[config.mk]
export PLATFORM = sky130hd
export DESIGN_NAME = epd_window_command_generator
export DESIGN_NICKNAME = d
export VERILOG_FILES = /design/src/hw/rtl/epdwcg_pkg.sv /design/src/hw/rtl/epdwcg_front.sv /design/src/hw/rtl/epdwcg_queue.sv /design/src/hw/rtl/epdwcg_back.sv /design/src/hw/rtl/epd_window_command_generator.sv
export SDC_FILE = /design/constraint.sdc
export NUM_CORES = 1
export LEC_CHECK = 0
export BUFFER_PORTS_ARGS = -buffer_cell sky130_fd_sc_hd__buf_2
export CORE_MARGIN = 2
export CORE_UTILIZATION = 40
export DETAILED_ROUTE_END_ITERATION = 12
export HOLD_SLACK_MARGIN = 0.02
export MAX_ROUTING_LAYER = met4
export REMOVE_ABC_BUFFERS = 1
export SYNTH_ARGS = -nofsm -noshare
export SYNTH_HDL_FRONTEND = slang
export SYNTH_SLANG_ARGS = --single-unit
[constraint.sdc]
create_clock -name i_clk -period 5.6 [get_ports i_clk]
set_input_delay 0.56 -clock i_clk [delete_from_list [all_inputs] [get_ports i_clk]]
set_output_delay 0.56 -clock i_clk [all_outputs]
set_load 0.02 [all_outputs]
[src/hw/rtl/epdwcg_pkg.sv]
`timescale 1ns / 1ps

package epdwcg_pkg;

    localparam int QUEUE_DEPTH_DEF = 2;

    localparam logic [7:0] CMD_XRANGE = 8'h44;
    localparam logic [7:0] CMD_YRANGE = 8'h45;
    localparam logic [7:0] CMD_XCOUNT = 8'h4E;
    localparam logic [7:0] CMD_YCOUNT = 8'h4F;

    localparam int CFG_IDX_W = 3;
    localparam int CFG_DATA_W = 9;

    localparam logic [CFG_IDX_W-1:0] REG_GATE_LINES = 3'd0;
    localparam logic [CFG_IDX_W-1:0] REG_SOURCE_PIX = 3'd1;
    localparam logic [CFG_IDX_W-1:0] REG_ROTATION = 3'd2;
    localparam logic [CFG_IDX_W-1:0] REG_X_WIDE = 3'd3;
    localparam logic [CFG_IDX_W-1:0] REG_Y_WIDE = 3'd4;

    localparam logic [1:0] ROT_0 = 2'd0;
    localparam logic [1:0] ROT_1 = 2'd1;
    localparam logic [1:0] ROT_2 = 2'd2;
    localparam logic [1:0] ROT_3 = 2'd3;

    localparam int STEP_W = 4;

    localparam logic [STEP_W-1:0] SLOT_XR_CMD = 4'd0;
    localparam logic [STEP_W-1:0] SLOT_XR_SLO = 4'd1;
    localparam logic [STEP_W-1:0] SLOT_XR_SHI = 4'd2;
    localparam logic [STEP_W-1:0] SLOT_XR_ELO = 4'd3;
    localparam logic [STEP_W-1:0] SLOT_XR_EHI = 4'd4;
    localparam logic [STEP_W-1:0] SLOT_YR_CMD = 4'd5;
    localparam logic [STEP_W-1:0] SLOT_YR_SLO = 4'd6;
    localparam logic [STEP_W-1:0] SLOT_YR_SHI = 4'd7;
    localparam logic [STEP_W-1:0] SLOT_YR_ELO = 4'd8;
    localparam logic [STEP_W-1:0] SLOT_YR_EHI = 4'd9;
    localparam logic [STEP_W-1:0] SLOT_XC_CMD = 4'd10;
    localparam logic [STEP_W-1:0] SLOT_XC_LO = 4'd11;
    localparam logic [STEP_W-1:0] SLOT_XC_HI = 4'd12;
    localparam logic [STEP_W-1:0] SLOT_YC_CMD = 4'd13;
    localparam logic [STEP_W-1:0] SLOT_YC_LO = 4'd14;
    localparam logic [STEP_W-1:0] SLOT_YC_HI = 4'd15;

    typedef struct packed {
        logic [8:0] gate_lines;
        logic [4:0] source_bytes;
        logic [1:0] rotation;
        logic       x_wide;
        logic       y_wide;
    } t_cfg;

    typedef struct packed {
        logic       rejected;
        logic       x_wide;
        logic       y_wide;
        logic [4:0] xs;
        logic [4:0] xe;
        logic [8:0] ys;
        logic [8:0] ye;
    } t_job;

    typedef struct packed {
        logic       is_command;
        logic [7:0] byte_value;
        logic       last;
        logic       rejected;
    } t_beat;

    function automatic logic slot_on(input logic [STEP_W-1:0] slot, input logic xw,
                                     input logic yw);
        logic on;
        on = 1'b1;
        if (slot inside {SLOT_XR_SHI, SLOT_XR_EHI, SLOT_XC_HI}) begin
            on = xw;
        end else if (slot inside {SLOT_YR_SHI, SLOT_YR_EHI, SLOT_YC_HI}) begin
            on = yw;
        end
        return on;
    endfunction

endpackage

[src/hw/rtl/epdwcg_front.sv]
`timescale 1ns / 1ps

module epdwcg_front (
    input  epdwcg_pkg::t_cfg i_cfg,
    input  logic             i_valid,
    input  logic [15:0]      i_win_x,
    input  logic [15:0]      i_win_y,
    input  logic [15:0]      i_win_w,
    input  logic [15:0]      i_win_h,
    input  logic             i_full,
    output logic             o_push,
    output epdwcg_pkg::t_job o_job
);
    import epdwcg_pkg::*;

    logic        odd_rot;
    logic [16:0] sa;
    logic [16:0] sl;
    logic [16:0] ga;
    logic [16:0] gn;
    logic [16:0] src_ext;
    logic [16:0] gate_ext;
    logic [16:0] g_end;
    logic [16:0] s_end;
    logic [16:0] xs_full;
    logic [16:0] xe_full;
    logic [16:0] ys_full;
    logic [16:0] ye_full;
    logic        bad;

    assign odd_rot  = i_cfg.rotation[0];
    assign sa       = {1'b0, odd_rot ? i_win_x : i_win_y};
    assign sl       = {1'b0, odd_rot ? i_win_w : i_win_h};
    assign ga       = {1'b0, odd_rot ? i_win_y : i_win_x};
    assign gn       = {1'b0, odd_rot ? i_win_h : i_win_w};
    assign src_ext  = {9'd0, i_cfg.source_bytes, 3'd0};
    assign gate_ext = {8'd0, i_cfg.gate_lines};
    assign g_end    = ga + gn;
    assign s_end    = sa + sl;

    assign bad = (i_win_w == 16'd0) || (i_win_h == 16'd0) || (g_end > gate_ext)
              || (s_end > src_ext) || (sa[2:0] != 3'd0) || (sl[2:0] != 3'd0);

    always_comb begin
        case (i_cfg.rotation)
            ROT_0: begin
                xs_full = src_ext - 17'd1 - sa;
                xe_full = src_ext - s_end;
                ys_full = ga;
                ye_full = g_end - 17'd1;
            end
            ROT_1: begin
                xs_full = src_ext - 17'd1 - sa;
                xe_full = src_ext - s_end;
                ys_full = gate_ext - 17'd1 - ga;
                ye_full = gate_ext - g_end;
            end
            ROT_2: begin
                xs_full = sa;
                xe_full = s_end - 17'd1;
                ys_full = g_end - 17'd1;
                ye_full = ga;
            end
            default: begin
                xs_full = sa;
                xe_full = s_end - 17'd1;
                ys_full = ga;
                ye_full = g_end - 17'd1;
            end
        endcase
    end

    assign o_push         = i_valid && !i_full;
    assign o_job.rejected = bad;
    assign o_job.x_wide   = i_cfg.x_wide;
    assign o_job.y_wide   = i_cfg.y_wide;
    assign o_job.xs       = xs_full[7:3];
    assign o_job.xe       = xe_full[7:3];
    assign o_job.ys       = ys_full[8:0];
    assign o_job.ye       = ye_full[8:0];

endmodule

[src/hw/rtl/epdwcg_queue.sv]
`timescale 1ns / 1ps

module epdwcg_queue #(
    parameter int DEPTH = epdwcg_pkg::QUEUE_DEPTH_DEF
) (
    input  logic             i_clk,
    input  logic             i_rst_n,
    input  logic             i_push,
    input  epdwcg_pkg::t_job i_job,
    input  logic             i_pop,
    output logic             o_full,
    output logic             o_valid,
    output epdwcg_pkg::t_job o_job
);
    import epdwcg_pkg::*;

    localparam int PTR_W = (DEPTH > 1) ? $clog2(DEPTH) : 1;
    localparam int CNT_W = $clog2(DEPTH + 1);
    localparam logic [PTR_W-1:0] PTR_LAST = PTR_W'(DEPTH - 1);
    localparam logic [CNT_W-1:0] CNT_FULL = CNT_W'(DEPTH);

    t_job             r_mem [DEPTH];
    logic [PTR_W-1:0] r_wr_ptr;
    logic [PTR_W-1:0] r_rd_ptr;
    logic [CNT_W-1:0] r_count;
    logic [CNT_W-1:0] n_count;

    always_comb begin
        n_count = r_count;
        if (i_push && !i_pop) begin
            n_count = r_count + CNT_W'(1);
        end else if (!i_push && i_pop) begin
            n_count = r_count - CNT_W'(1);
        end
    end

    always_ff @(posedge i_clk) begin
        if (!i_rst_n) begin
            r_wr_ptr <= '0;
            r_rd_ptr <= '0;
            r_count  <= '0;
        end else begin
            r_count <= n_count;
            if (i_push) begin
                r_wr_ptr <= (r_wr_ptr == PTR_LAST) ? '0 : r_wr_ptr + PTR_W'(1);
            end
            if (i_pop) begin
                r_rd_ptr <= (r_rd_ptr == PTR_LAST) ? '0 : r_rd_ptr + PTR_W'(1);
            end
        end
    end

    always_ff @(posedge i_clk) begin
        if (i_push) begin
            r_mem[r_wr_ptr] <= i_job;
        end
    end

    assign o_full  = (r_count == CNT_FULL);
    assign o_valid = (r_count != '0);
    assign o_job   = r_mem[r_rd_ptr];

endmodule

[src/hw/rtl/epdwcg_back.sv]
`timescale 1ns / 1ps

module epdwcg_back (
    input  logic             i_clk,
    input  logic             i_rst_n,
    input  logic             i_job_valid,
    input  epdwcg_pkg::t_job i_job,
    output logic             o_pop,
    input  logic             i_stall,
    output logic             o_valid,
    output logic             o_is_command,
    output logic [7:0]       o_byte_value,
    output logic             o_last,
    output logic             o_rejected
);
    import epdwcg_pkg::*;

    logic [STEP_W-1:0] r_step;
    logic [STEP_W-1:0] n_step;
    logic [STEP_W-1:0] step_p1;
    logic              r_out_valid;
    t_beat             r_out;
    t_beat             n_out;
    logic              ld;
    logic              is_last;

    assign ld      = i_job_valid && (!r_out_valid || !i_stall);
    assign is_last = i_job.rejected || (r_step == SLOT_YC_HI)
                  || ((r_step == SLOT_YC_LO) && !i_job.y_wide);
    assign step_p1 = r_step + STEP_W'(1);
    assign o_pop   = ld && is_last;

    always_comb begin
        if (is_last) begin
            n_step = SLOT_XR_CMD;
        end else if (!slot_on(step_p1, i_job.x_wide, i_job.y_wide)) begin
            n_step = r_step + STEP_W'(2);
        end else begin
            n_step = step_p1;
        end
    end

    always_comb begin
        n_out.is_command = 1'b0;
        n_out.byte_value = 8'h00;
        n_out.last       = is_last;
        n_out.rejected   = i_job.rejected;
        if (!i_job.rejected) begin
            case (r_step)
                SLOT_XR_CMD: begin
                    n_out.is_command = 1'b1;
                    n_out.byte_value = CMD_XRANGE;
                end
                SLOT_YR_CMD: begin
                    n_out.is_command = 1'b1;
                    n_out.byte_value = CMD_YRANGE;
                end
                SLOT_XC_CMD: begin
                    n_out.is_command = 1'b1;
                    n_out.byte_value = CMD_XCOUNT;
                end
                SLOT_YC_CMD: begin
                    n_out.is_command = 1'b1;
                    n_out.byte_value = CMD_YCOUNT;
                end
                SLOT_XR_SLO, SLOT_XC_LO: n_out.byte_value = {3'd0, i_job.xs};
                SLOT_XR_ELO: n_out.byte_value = {3'd0, i_job.xe};
                SLOT_YR_SLO, SLOT_YC_LO: n_out.byte_value = i_job.ys[7:0];
                SLOT_YR_SHI, SLOT_YC_HI: n_out.byte_value = {7'd0, i_job.ys[8]};
                SLOT_YR_ELO: n_out.byte_value = i_job.ye[7:0];
                SLOT_YR_EHI: n_out.byte_value = {7'd0, i_job.ye[8]};
                default: n_out.byte_value = 8'h00;
            endcase
        end
    end

    always_ff @(posedge i_clk) begin
        if (!i_rst_n) begin
            r_step      <= SLOT_XR_CMD;
            r_out_valid <= 1'b0;
        end else begin
            if (ld) begin
                r_step      <= n_step;
                r_out_valid <= 1'b1;
            end else if (!i_stall) begin
                r_out_valid <= 1'b0;
            end
        end
    end

    always_ff @(posedge i_clk) begin
        if (ld) begin
            r_out <= n_out;
        end
    end

    assign o_valid      = r_out_valid;
    assign o_is_command = r_out.is_command;
    assign o_byte_value = r_out.byte_value;
    assign o_last       = r_out.last;
    assign o_rejected   = r_out.rejected;

    a_reject_single: assert property (@(posedge i_clk) disable iff (!i_rst_n)
        r_out_valid && r_out.rejected |-> r_out.last && !r_out.is_command
            && (r_out.byte_value == 8'h00))
        else $error("rejected transaction not a single zero data byte");

    a_job_held: assert property (@(posedge i_clk) disable iff (!i_rst_n)
        (r_step != SLOT_XR_CMD) |-> i_job_valid)
        else $error("window left the queue mid-sequence");

    a_first_cmd: assert property (@(posedge i_clk) disable iff (!i_rst_n)
        ld && !i_job.rejected && (r_step == SLOT_XR_CMD) |=> r_out.is_command
            && (r_out.byte_value == CMD_XRANGE) && !r_out.last)
        else $error("sequence does not open with the X range command");

    a_pop_on_last: assert property (@(posedge i_clk) disable iff (!i_rst_n)
        o_pop |=> r_out_valid && r_out.last && (r_step == SLOT_XR_CMD))
        else $error("window dropped without its last byte");

endmodule

[src/hw/rtl/epd_window_command_generator.sv]
`timescale 1ns / 1ps

// Window command generator for an e-paper controller.
// Input channel (i_valid / o_stall): one window rectangle per transaction in
// rotated user coordinates. The front end checks it against the panel and
// maps it to RAM byte-column and gate-line ranges; the result waits in a
// small queue (QUEUE_DEPTH windows) while the back end streams it out.
// Output channel (o_valid / i_stall): one byte per transaction, with
// o_is_command, o_last on the final byte, and o_rejected on the single zero
// byte that stands for a window that failed validation.
// With the block idle, the first byte of a window is presented after the
// window is stored in the queue and then loaded into the output register.
// Throughput: the back end emits one byte per cycle while i_stall is low;
// a window is 10 to 16 bytes (1 if rejected); windows follow without gaps.
// Configuration channel (i_cfg_valid / o_cfg_ready): ready is always high;
// write registers only while no window is in flight.
// Reset: synchronous, active low; queue and serializer empty, registers take
// their defaults (296 gate lines, 128 source pixels, rotation 0, one-byte X,
// two-byte Y). When the receiver stalls, the current byte holds and the
// queue holds up to QUEUE_DEPTH windows, the one being sent included, before
// o_stall rises.

module epd_window_command_generator #(
    parameter int QUEUE_DEPTH = epdwcg_pkg::QUEUE_DEPTH_DEF
) (
    input  logic                              i_clk,
    input  logic                              i_rst_n,
    input  logic                              i_valid,
    output logic                              o_stall,
    input  logic [15:0]                       i_win_x,
    input  logic [15:0]                       i_win_y,
    input  logic [15:0]                       i_win_w,
    input  logic [15:0]                       i_win_h,
    output logic                              o_valid,
    input  logic                              i_stall,
    output logic                              o_is_command,
    output logic [7:0]                        o_byte_value,
    output logic                              o_last,
    output logic                              o_rejected,
    input  logic                              i_cfg_valid,
    output logic                              o_cfg_ready,
    input  logic [epdwcg_pkg::CFG_IDX_W-1:0]  i_cfg_index,
    input  logic [epdwcg_pkg::CFG_DATA_W-1:0] i_cfg_data
);
    import epdwcg_pkg::*;

    t_cfg r_cfg;
    t_job front_job;
    t_job head_job;
    logic push;
    logic pop;
    logic full;
    logic head_valid;
    logic cfg_wr;

    assign o_cfg_ready = 1'b1;
    assign cfg_wr      = i_cfg_valid && o_cfg_ready;

    always_ff @(posedge i_clk) begin
        if (!i_rst_n) begin
            r_cfg.gate_lines   <= 9'd296;
            r_cfg.source_bytes <= 5'd16;
            r_cfg.rotation     <= ROT_0;
            r_cfg.x_wide       <= 1'b0;
            r_cfg.y_wide       <= 1'b1;
        end else if (cfg_wr) begin
            case (i_cfg_index)
                REG_GATE_LINES: r_cfg.gate_lines <= i_cfg_data[8:0];
                REG_SOURCE_PIX: r_cfg.source_bytes <= i_cfg_data[7:3];
                REG_ROTATION:   r_cfg.rotation <= i_cfg_data[1:0];
                REG_X_WIDE:     r_cfg.x_wide <= i_cfg_data[0];
                REG_Y_WIDE:     r_cfg.y_wide <= i_cfg_data[0];
                default: ;
            endcase
        end
    end

    epdwcg_front u_front (
        .i_cfg   (r_cfg),
        .i_valid (i_valid),
        .i_win_x (i_win_x),
        .i_win_y (i_win_y),
        .i_win_w (i_win_w),
        .i_win_h (i_win_h),
        .i_full  (full),
        .o_push  (push),
        .o_job   (front_job)
    );

    epdwcg_queue #(
        .DEPTH (QUEUE_DEPTH)
    ) u_queue (
        .i_clk   (i_clk),
        .i_rst_n (i_rst_n),
        .i_push  (push),
        .i_job   (front_job),
        .i_pop   (pop),
        .o_full  (full),
        .o_valid (head_valid),
        .o_job   (head_job)
    );

    epdwcg_back u_back (
        .i_clk        (i_clk),
        .i_rst_n      (i_rst_n),
        .i_job_valid  (head_valid),
        .i_job        (head_job),
        .o_pop        (pop),
        .i_stall      (i_stall),
        .o_valid      (o_valid),
        .o_is_command (o_is_command),
        .o_byte_value (o_byte_value),
        .o_last       (o_last),
        .o_rejected   (o_rejected)
    );

    assign o_stall = full;

endmodule

## Word level (Yosys, flattened, before mapping)

Memory sizes are Yosys's and may differ from the RTL's. A register that Yosys moved wholly into a read port is not among the register bits.
Index checks and enable logic that the tools add are counted.

| storage, ports and cells | value |
|---|---|
| flip-flop bits (word level) | 38 |
| memory bits (writable) | 62 |
| bits of input ports | 81 |
| output and inout port bits | 14 |
| word-level logic and storage cells | 125 |
| memories kept | 1 |

| cells by class | value |
|---|---|
| $add $sub $neg | 16 |
| order comparisons | 2 |
| equality and inequality tests | 26 |
| mux-type cells | 25 |
| reductions and logical operators | 41 |

Memories:

| memory | depth | bits a word | read ports | clocked after Yosys merged registers in | wr ports | line | text |
|---|---|---|---|---|---|---|---|
| u_queue.r_mem | 2 | 31 | 1 | 1 | 1 | epdwcg_queue.sv:22 | `t_job r_mem [DEPTH];` |

Operator list:

| kind | number |
|---|---|
| case mux 8 bit (10 select lines) | 1 |
| two-way mux 16 bit | 4 |
| == test 4 bit (second input constant) | 10 |
| case mux 9 bit (2 select lines) | 2 |
| adder 16 x 16 -> 17 bit | 2 |
| zero test 16 bit | 2 |
| == test 4 x 3 -> 1 bit (second input constant) | 5 |
| subtractor 9 x 1 -> 9 bit (second input constant) | 2 |
| subtractor 9 bit | 2 |
| > comparator 17 x 8 -> 1 bit | 1 |
| > comparator 17 x 9 -> 1 bit | 1 |
| two-way mux 8 bit | 2 |
| subtractor 8 x 1 -> 8 bit (second input constant) | 2 |
| subtractor 8 bit | 2 |
| two-way mux 1 bit | 12 |
| nonzero test 3 bit | 4 |
| AND reduction 2 bit | 5 |
| == test 4 x 2 -> 1 bit (second input constant) | 2 |
| logical OR 1 bit | 8 |
| two-way mux 4 bit | 2 |
| OR reduction 2 bit | 4 |
| == test 3 x 2 -> 1 bit (second input constant) | 2 |
| logical AND 1 bit | 6 |
| zero test 1 bit | 6 |
| other kinds (17) | 21 |

## Logic depth before layout (Yosys ltp)

Gate-level depths: netlist of run 1.

| logic depth | value |
|---|---|
| word-level depth | 8 |
| mapped depth | 20 |

## Modules after synthesis

A second synthesis of run 1 with hierarchy kept.

| second synthesis, totals | value |
|---|---|
| cells, all modules | 911 |
| area, all modules | 8,869.8 sq um |

By module, submodules not included:

| module | times used | cells an instance | area an instance (sq um) | seq. area each (sq um) |
|---|---|---|---|---|
| epdwcg_front | 1 | 588 | 4,468.0 | 0.0 |
| epdwcg_queue | 1 | 118 | 2,447.3 | 1,961.9 |
| epdwcg_back | 1 | 126 | 1,162.4 | 430.4 |
| epd_window_command_generator | 1 | 79 | 792.0 | 360.3 |

## Worst setup path before layout of run 1

No wires, ideal clock.

| path | value |
|---|---|
| path type | reg2reg |
| start | register r_cfg[2] (netlist bit) |
| end | memory u_queue.r_mem[0][30] (netlist bit) (data pin) |
| setup time | 0.270 ns |
| data arrival time | 4.846 ns |
| slack | 0.484 ns |
| cell stages (with the launch flop) | 20 |
| clock period less this slack | 5.116 ns |
| cell sequence | dfxtp_1 > buf_1 > clkbuf_1 > clkbuf_1 > mux2_2 > ha_1 > fa_1 > a211oi_1 > o21ai_0 > nor2b_1 > o21a_1 > nor2_1 > xnor2_1 > ha_1 > a2111oi_0 > o21ai_0 > a211oi_1 > o31ai_1 > nor4_1 > nand3_1 |

RTL lines:

| item | line | text |
|---|---|---|
| start, declared | epd_window_command_generator.sv:47 | `t_cfg r_cfg;` |
| end, declared | epdwcg_queue.sv:22 |  |

==> results of run 1 <==
-- stage by stage --
| step | setup slack [ns] | cells | power [mW] | instance area, sq um | hold slack, ns |
|---|---|---|---|---|---|
| after global routing | 0.2290 | 1268 | 2.779 | 9499 | 0.4630 |
| final | 0.5612 | 1268 | 2.626 | 9499 | 0.4557 |
| after CTS | 0.5727 | 1268 | 2.639 | 9499 | 0.4461 |
| after detailed placement | 0.5925 | 1252 | 2.040 | 9211 | 0.4494 |
| after floorplan | 0.09577 | 879 | 1.740 | 8361 | 0.4253 |
| after global placement | 0.6958 | 1252 | 2.031 | 9211 | 0.4402 |
-- area by class of cell --
class                           count  share of cell area
Inverter                           67             0.02648
Clock inverter                      4            0.003161
Multi-Input combinational cell    711              0.5641
Tap cell                          275             0.03622
Sequential cell                   101              0.2899
Clock buffer                       12             0.02713
Timing Repair Buffer               98             0.05295
-- registers in the layout (all words and copies together) (netlist names), named ones only --
register	cells
u_queue.r_mem	62
u_back.r_step	4
u_queue.r_rd_ptr	1
r_cfg	18
u_back.o_valid	1
u_back.o_last	1
u_back.o_byte_value	8
u_back.o_rejected	1
u_queue.r_wr_ptr	1
u_back.o_is_command	1
u_queue.r_count	2
-- path summary, 6_finish.rpt --
check	slack, ns	end
worst max-delay path	0.56	u_queue.r_mem[0][30]
worst min-delay path	0.46	r_cfg[17]
worst max register to register	0.56	u_queue.r_mem[0][30]
worst min register to register	0.47	u_queue.r_mem[1][29]
-- tightest hold or removal path: stages --
cell and delay [ns]:
buf_2 0.09, nand2_1 0.04, o211ai_1 0.07
-- kinds of logic after synthesis --
group                    Yosys count  synth area share
flip-flops                       101            0.3241
AO/OA/AOI/OAI                    223            0.1757
buffers and inverters             99           0.04537
XOR/XNOR                          53           0.05465
adder cells (fa/ha/maj)           87            0.1326
multiplexers                      96            0.1228
AND/OR/NAND/NOR                  251            0.1444
other                              1         0.0004415
-- report_power, final --
group	leakage [nW]	switching, mW	internal, mW	total (mW)
combinational	2.76	0.625	0.408	1.03
sequential	0.898	0.0369	0.957	0.994
clock	0.138	0.269	0.330	0.599
total	3.79	0.930	1.70	2.63
-- metal layers --
| metal | vias up | part of all wire | track usage |
|---|---|---|---|
| met1 | 3247 | 0.46 | 0.2693 |
| met2 | 193 | 0.46 | 0.3440 |
| met5 | - | 0 | - |
| met3 | 34 | 0.044 | 0.02713 |
| li1 | 3500 | - | - |
| met4 | 0 | 0.030 | 0.07264 |
-- cells in the final DEF (no fill, tap or decap), types with 4 or more instances in the layout --
cell and instances:
a21oi_1 55, edfxtp_1 73, nand3_1 12, a21boi_0 10, inv_1 66, ha_1 82
buf_4 5, mux2_2 66, buf_2 93, o21ai_0 45, nor2b_1 22, nand2_1 75
clkbuf_16 10, a211oi_1 7, o211ai_1 9, nor4_1 11, xnor2_1 33, nand2b_1 10
nand4_1 8, nor3_1 9, nor2_1 67, a221oi_1 20, xor2_1 20, and2_1 8
o31ai_1 5, a2111oi_0 4, o22ai_1 6, fa_1 5, o221a_2 4, mux2i_1 30
a21o_1 17, dfxtp_1 27, a31oi_1 5, a22oi_1 4, o21a_1 6, or3_1 7
==> metrics.md, run 1 <==
| Metric | Value |
|---|---|
| Clock edge transition at the registers on the reported setup and hold paths | `0.07 ns` |
| Max transition margin | `0.4413` |
| Data required, critical path | `around 5.7 ns` |
| Site Rows | `53` |
| Io pins | `95` |
| Count of hold buffers inserted by post-cts repair | `0` |
| Layout Skew | `between 0.01 and 0.015 ns` |
| Final period utilization | `0.8998` |
| Die span in x | `between 100 and 150 um` |
| Start point of the worst hold path | `i_cfg_data[8]` |
| Drt first-iter violations | `~340` |
| Post-synth EDFFs | `73` |
| Total number of clock tree sinks | `approximately 100` |
| H-tree lvl count | `3` |
| Number of antenna violations at the first check in global routing | `0` |
| Total vias in the final route | `~7000` |
| Vias in the first global route | `around 6700` |
| Number of instances in the synthesized netlist | `about 910` |
| Unique masters post-synth | `68` |
| Proportion of synthesized flip-flops having asynchronous set or reset | `0` |
| Clock network latency to the later pin of the worst-skew pair | `~0.35 ns` |
| Dominant cell by count in the synthesized netlist | `ha_1` |
| Avg Inst Size Synth | `9.324 sq um` |
| Setup violation total in the final timing report | `0` |
| Worst R2R Path Depth | `16` |
| Minimum clock period after layout | `5.039 ns` |
| Drt total wl | `between 20000 and 25000 um` |
| Seq. cell area | `roughly 2800 sq um` |
| Largest net degree at the start of global routing | `33` |
| Aggregate global-route resource usage | `0.2103` |
| TritonCTS Buffers | `9` |
| Stage delay of the slowest cell on the critical path | `slightly above 0.7 ns` |
| Nature of the critical path startpoint | `flop` |
| Crit Path Category | `reg2reg` |
| Total core area | `about 21000 sq um` |
| Cell area after synthesis | `8494 sq um` |
| Maximum vdd ir drop | `around 0.15 mV` |
| Core Util, Final | `0.4533` |
| Area Overhead vs Synth | `11.83%` |
| Stages on worst setup path | `16` |
| Cell type with the highest aggregate area in the netlist | `edfxtp_1` |
| Kind of end point of the critical path | `flop` |
| Die area | `22420 sq um` |
| Post-synth top cells | `ha_1 (82), nand2_1 (75), edfxtp_1 (73)` |
| Sequential element share of the synthesized area | `0.3241` |
| Total half-perimeter wirelength after legalization and detailed placement | `between 15000 and 20000 um` |
| DR DRC count | `0` |
| Number of buffers on the longest clock path | `2` |
| CTS root buf | `clkbuf_16` |
| Worst path arrival time | `5.13 ns` |
| Antenna-violating nets left | `0` |
| Largest delay contributor family on the critical path | `compound AO/OA/AOI/OAI gates` |
| Unrepaired setup endpoints after global routing | `false` |
| Drt first pass iters | `5` |
| Total buffers and inverters traversed by the critical path | `1` |
| GPL Wtd Cong | `0.9105` |
| Wire length of the first global-routing pass | `between 30000 and 40000 um` |
| Initial Utilization | `0.4054` |
| Height of the die | `approximately 150 um` |
| Setup TNS | `0 ns` |
| Maximum fanout encountered on the critical timing path | `29` |
| Worst hold path depth | `3` |
| Cells taking the most area after synthesis | `edfxtp_1 (26%), ha_1 (12%), mux2_2 (8.7%), dfxtp_1 (6.6%), mux2i_1 (3.5%)` |
| Most common flop cell mapped by yosys | `edfxtp_1` |
| Layout net count | `1156` |
| Number of antenna diodes | `0` |
| Start of the worst register-to-register path | `r_cfg[2]` |
| Final slew viol count | `0` |
| Crit path max-delay cell type | `dfxtp_2` |
| Via density | `5.500` |
| Proportion of layout cells with a drive suffix above 1 | `0.1964` |
| Cell-by-cell trace of the critical path | `buf_4 > mux2_2 > ha_1 > a21oi_1 > nand2_1 > xor2_1 > ha_1 > a21o_1 > a21oi_1 > nor2b_1 > o32ai_1 > o311ai_0 > a311oi_1 > nand4_1 > nor4_1 > nand3_1` |
| CTS tree | `built` |
| Area used by multi-input combinational logic | `approximately 5400 sq um` |
| Maximum capacitance violations | `0` |
| Worst slew pin tran | `~0.83 ns` |
| Worst Hold Class | `in2reg` |
| Static Leakage | `around 3.8 nW` |
| Post-cts resize count | `0` |
| Routed length per placed instance | `between 15 and 20 um` |
| Power density over the cells | `approximately 280 nW/um^2` |
| Area share of the largest cell type after synthesis | `0.2581` |
| Synth warn | `0` |
| Result of the run | `complete, no violations` |
| Hold violation total from the final report | `0` |
| Grt total ovfl | `0` |
| IO buf count | `93` |
| Number of filler cells placed in the layout | `2072` |
| Critical Path Source | `r_cfg[2]` |
| Post-CTS Repair Setup Buffers | `0` |
| Post-synthesis sequential element count | `between 100 and 150` |
| Peak Freq | `198.5 MHz` |
(Power assumes the default switching activity.)
==> run 2: changes to the inputs <==
BUFFER_PORTS_ARGS = -buffer_cell sky130_fd_sc_hd__clkbuf_2   (was -buffer_cell sky130_fd_sc_hd__buf_2)
==> metrics.md, run 2 (synthesis gave the netlist of run 1 again) <==
| Metric | Value |
|---|---|
| Crit path max-delay cell type | `dfxtp_2` |
| Clock network latency to the later pin of the worst-skew pair | `between 0.3 and 0.4 ns` |
| Layout Skew | `0.009923 ns` |
| CTS tree | `built` |
| Maximum capacitance violations | `0` |
| Start point of the worst hold path | `r_cfg[1]` |
| Reg2Reg Setup Slack | `~0.57 ns` |
| Worst hold path depth | `0` |
| Maximum vdd ir drop | `between 0.15 and 0.2 mV` |
| Reg power frac | `0.373` |
| Clock network fraction of total power | `0.239` |
| Post-cts resize count | `0` |
| Critical Path Source | `r_cfg[2]` |
| H-tree lvl count | `3` |
| Maximum fanout encountered on the critical timing path | `30` |
| Die span in x | `~150 um` |
| Initial Utilization | `0.4054` |
| Internal Dissipation | `~1.7 mW` |
| Data required, critical path | `about 5.7 ns` |
| Wire length of the first global-routing pass | `roughly 36000 um` |
| Grt total ovfl | `0` |
| Final slew viol count | `0` |
| Routed length per placed instance | `17.86 um` |
| Switching power of the nets | `around 940 uW` |
| Number of buffers on the longest clock path | `2` |
| Largest net degree at the start of global routing | `33` |
| Setup TNS | `0 ns` |
| Total half-perimeter wirelength after legalization and detailed placement | `roughly 18000 um` |
| Total buffers and inverters traversed by the critical path | `1` |
| Kind of end point of the critical path | `flop` |
| Comb pwr share | `0.388` |
| Antenna-violating nets left | `0` |
| Hold violation total from the final report | `0` |
| DR DRC count | `0` |
| Crit Path Category | `reg2reg` |
| Drt first-iter violations | `about 310` |
| Stage delay of the slowest cell on the critical path | `around 0.76 ns` |
| Number of antenna diodes | `0` |
| Unrepaired setup endpoints after global routing | `false` |
| Minimum clock period after layout | `approximately 5.0 ns` |
| Static Leakage | `3.829 nW` |
| GPL Wtd Cong | `around 0.9` |
| Most flop-heavy register | `u_queue.r_mem` |
| Post-Place Cells | `between 1000 and 1500` |
| Worst path arrival time | `slightly above 5 ns` |
| Layout net count | `about 1200` |
| Stages on worst setup path | `16` |
| Clock edge transition at the registers on the reported setup and hold paths | `approximately 0.070 ns` |
| Setup violation total in the final timing report | `0` |
| Number of flip-flops under the largest register name | `62` |
| Max transition margin | `0.4314` |
| Sw frac | `0.3538` |
| Post-CTS Repair Setup Buffers | `0` |
| Core Util, Final | `0.4544` |
| Total vias in the final route | `7000` |
| Worst slew pin tran | `between 0.8 and 0.9 ns` |
| Total number of clock tree sinks | `just over 100` |
| Peak Freq | `198.9 MHz` |
| Site Rows | `between 50 and 60` |
| Commonest non-fill, non-tap cells in the layout | `clkbuf_2 (93), ha_1 (82), nand2_1 (75), edfxtp_1 (73), nor2_1 (67)` |
| Drt total wl | `~23000 um` |
| Worst Hold Class | `reg2reg` |
| Nature of the critical path startpoint | `flop` |
| Final period utilization | `0.8979` |
| Proportion of layout cells with a drive suffix above 1 | `0.1984` |
| Io pins | `95` |
| Most common cell after layout, fill and taps aside | `clkbuf_2` |
| Number of antenna violations at the first check in global routing | `0` |
| Total core area | `20960 sq um` |
| TritonCTS Buffers | `9` |
| Largest delay contributor family on the critical path | `compound AO/OA/AOI/OAI gates` |
| Height of the die | `around 150 um` |
| Power density over the cells | `279.8 nW/um^2` |
| Aggregate global-route resource usage | `0.2128` |
| Area Overhead vs Synth | `12.09%` |
| Die area | `between 20000 and 25000 sq um` |
| Drt first pass iters | `6` |
| Worst R2R Path Depth | `16` |
| Via density | `5.521` |
| CTS root buf | `clkbuf_16` |
| Vias in the first global route | `6654` |
| Final Instance Count excl. Fillers | `~1300` |
| Start of the worst register-to-register path | `r_cfg[2]` |
| Final worst slack | `~0.57 ns` |
| Worst-case setup slack after placement | `around 0.6 ns` |
| Count of hold buffers inserted by post-cts repair | `0` |
| Cell-by-cell trace of the critical path | `buf_4 > mux2_2 > ha_1 > a21oi_1 > nand2_1 > xor2_1 > ha_1 > a21o_1 > a21oi_1 > nor2b_1 > o32ai_1 > o311ai_0 > a311oi_1 > nand4_1 > nor4_1 > nand3_1` |
| IO buf count | `93` |
| Result of the run | `complete, no violations` |
## run 2: cell types whose count changed in the layout (fill, tap and decap cells not counted), sizes merged
cell,delta
buf,-93
inv,+3
clkinv,-2
clkbuf,+93
clkinvlp,-1
## run 2: path summary, 6_finish.rpt
path | end
hold / removal | u_queue.r_mem[1][29]
setup reg to reg | u_queue.r_mem[0][30]
setup / recovery | u_queue.r_mem[0][30]
hold reg to reg | u_queue.r_mem[1][29]
## run 2: final cells by class
cell class / instances / area, sq um
Fill cell: 2117 / 11430
Multi-Input combinational cell: 711 / 5359
Sequential cell: 101 / 2754
Timing Repair Buffer: 98 / 503.0
Tap cell: 275 / 344.1
Clock buffer: 12 / 277.8
Inverter: 67 / 251.5
Clock inverter: 4 / 32.53
## run 2: power groups by stage
stage	Combinational, mW	Clock [mW]	Sequential [mW]
after floorplan	0.675	0	1.07
after global placement	1.03	0	1.01
after detailed placement	1.03	0	1.01
after CTS	1.04	0.658	0.995
after global routing	1.15	0.684	1.01
final	1.03	0.636	0.994
## run 2: metrics by stage
step / cell area, sq um / power (mW) / hold WS (ns)
after detailed placement: 9211 / 2.043 / 0.4466
after global routing: 9522 / 2.835 / 0.4606
final: 9522 / 2.665 / 0.4627
after floorplan: 8361 / 1.740 / 0.4253
after global placement: 9211 / 2.034 / 0.4447
after CTS: 9522 / 2.689 / 0.4594
## run 2: layer usage
metal  vias to the layer above  part of all wire  track usage
li1                       3493                 -            -
met1                      3315              0.47       0.2809
met2                       162              0.47       0.3404
met3                        30             0.035      0.02470
met4                         0             0.026      0.07264
met5                         -                 0            -
## run 2: worst reg2reg max path, delay by kind of cell, from the launching register on
kind                     cells  cell delay, ns
AO/OA/AOI/OAI                6            1.60
flip-flops                   1            0.76
AND/OR/NAND/NOR              5            0.74
adder cells (fa/ha/maj)      2            0.68
multiplexers                 1            0.35
buffers and inverters        1            0.33
XOR/XNOR                     1            0.30
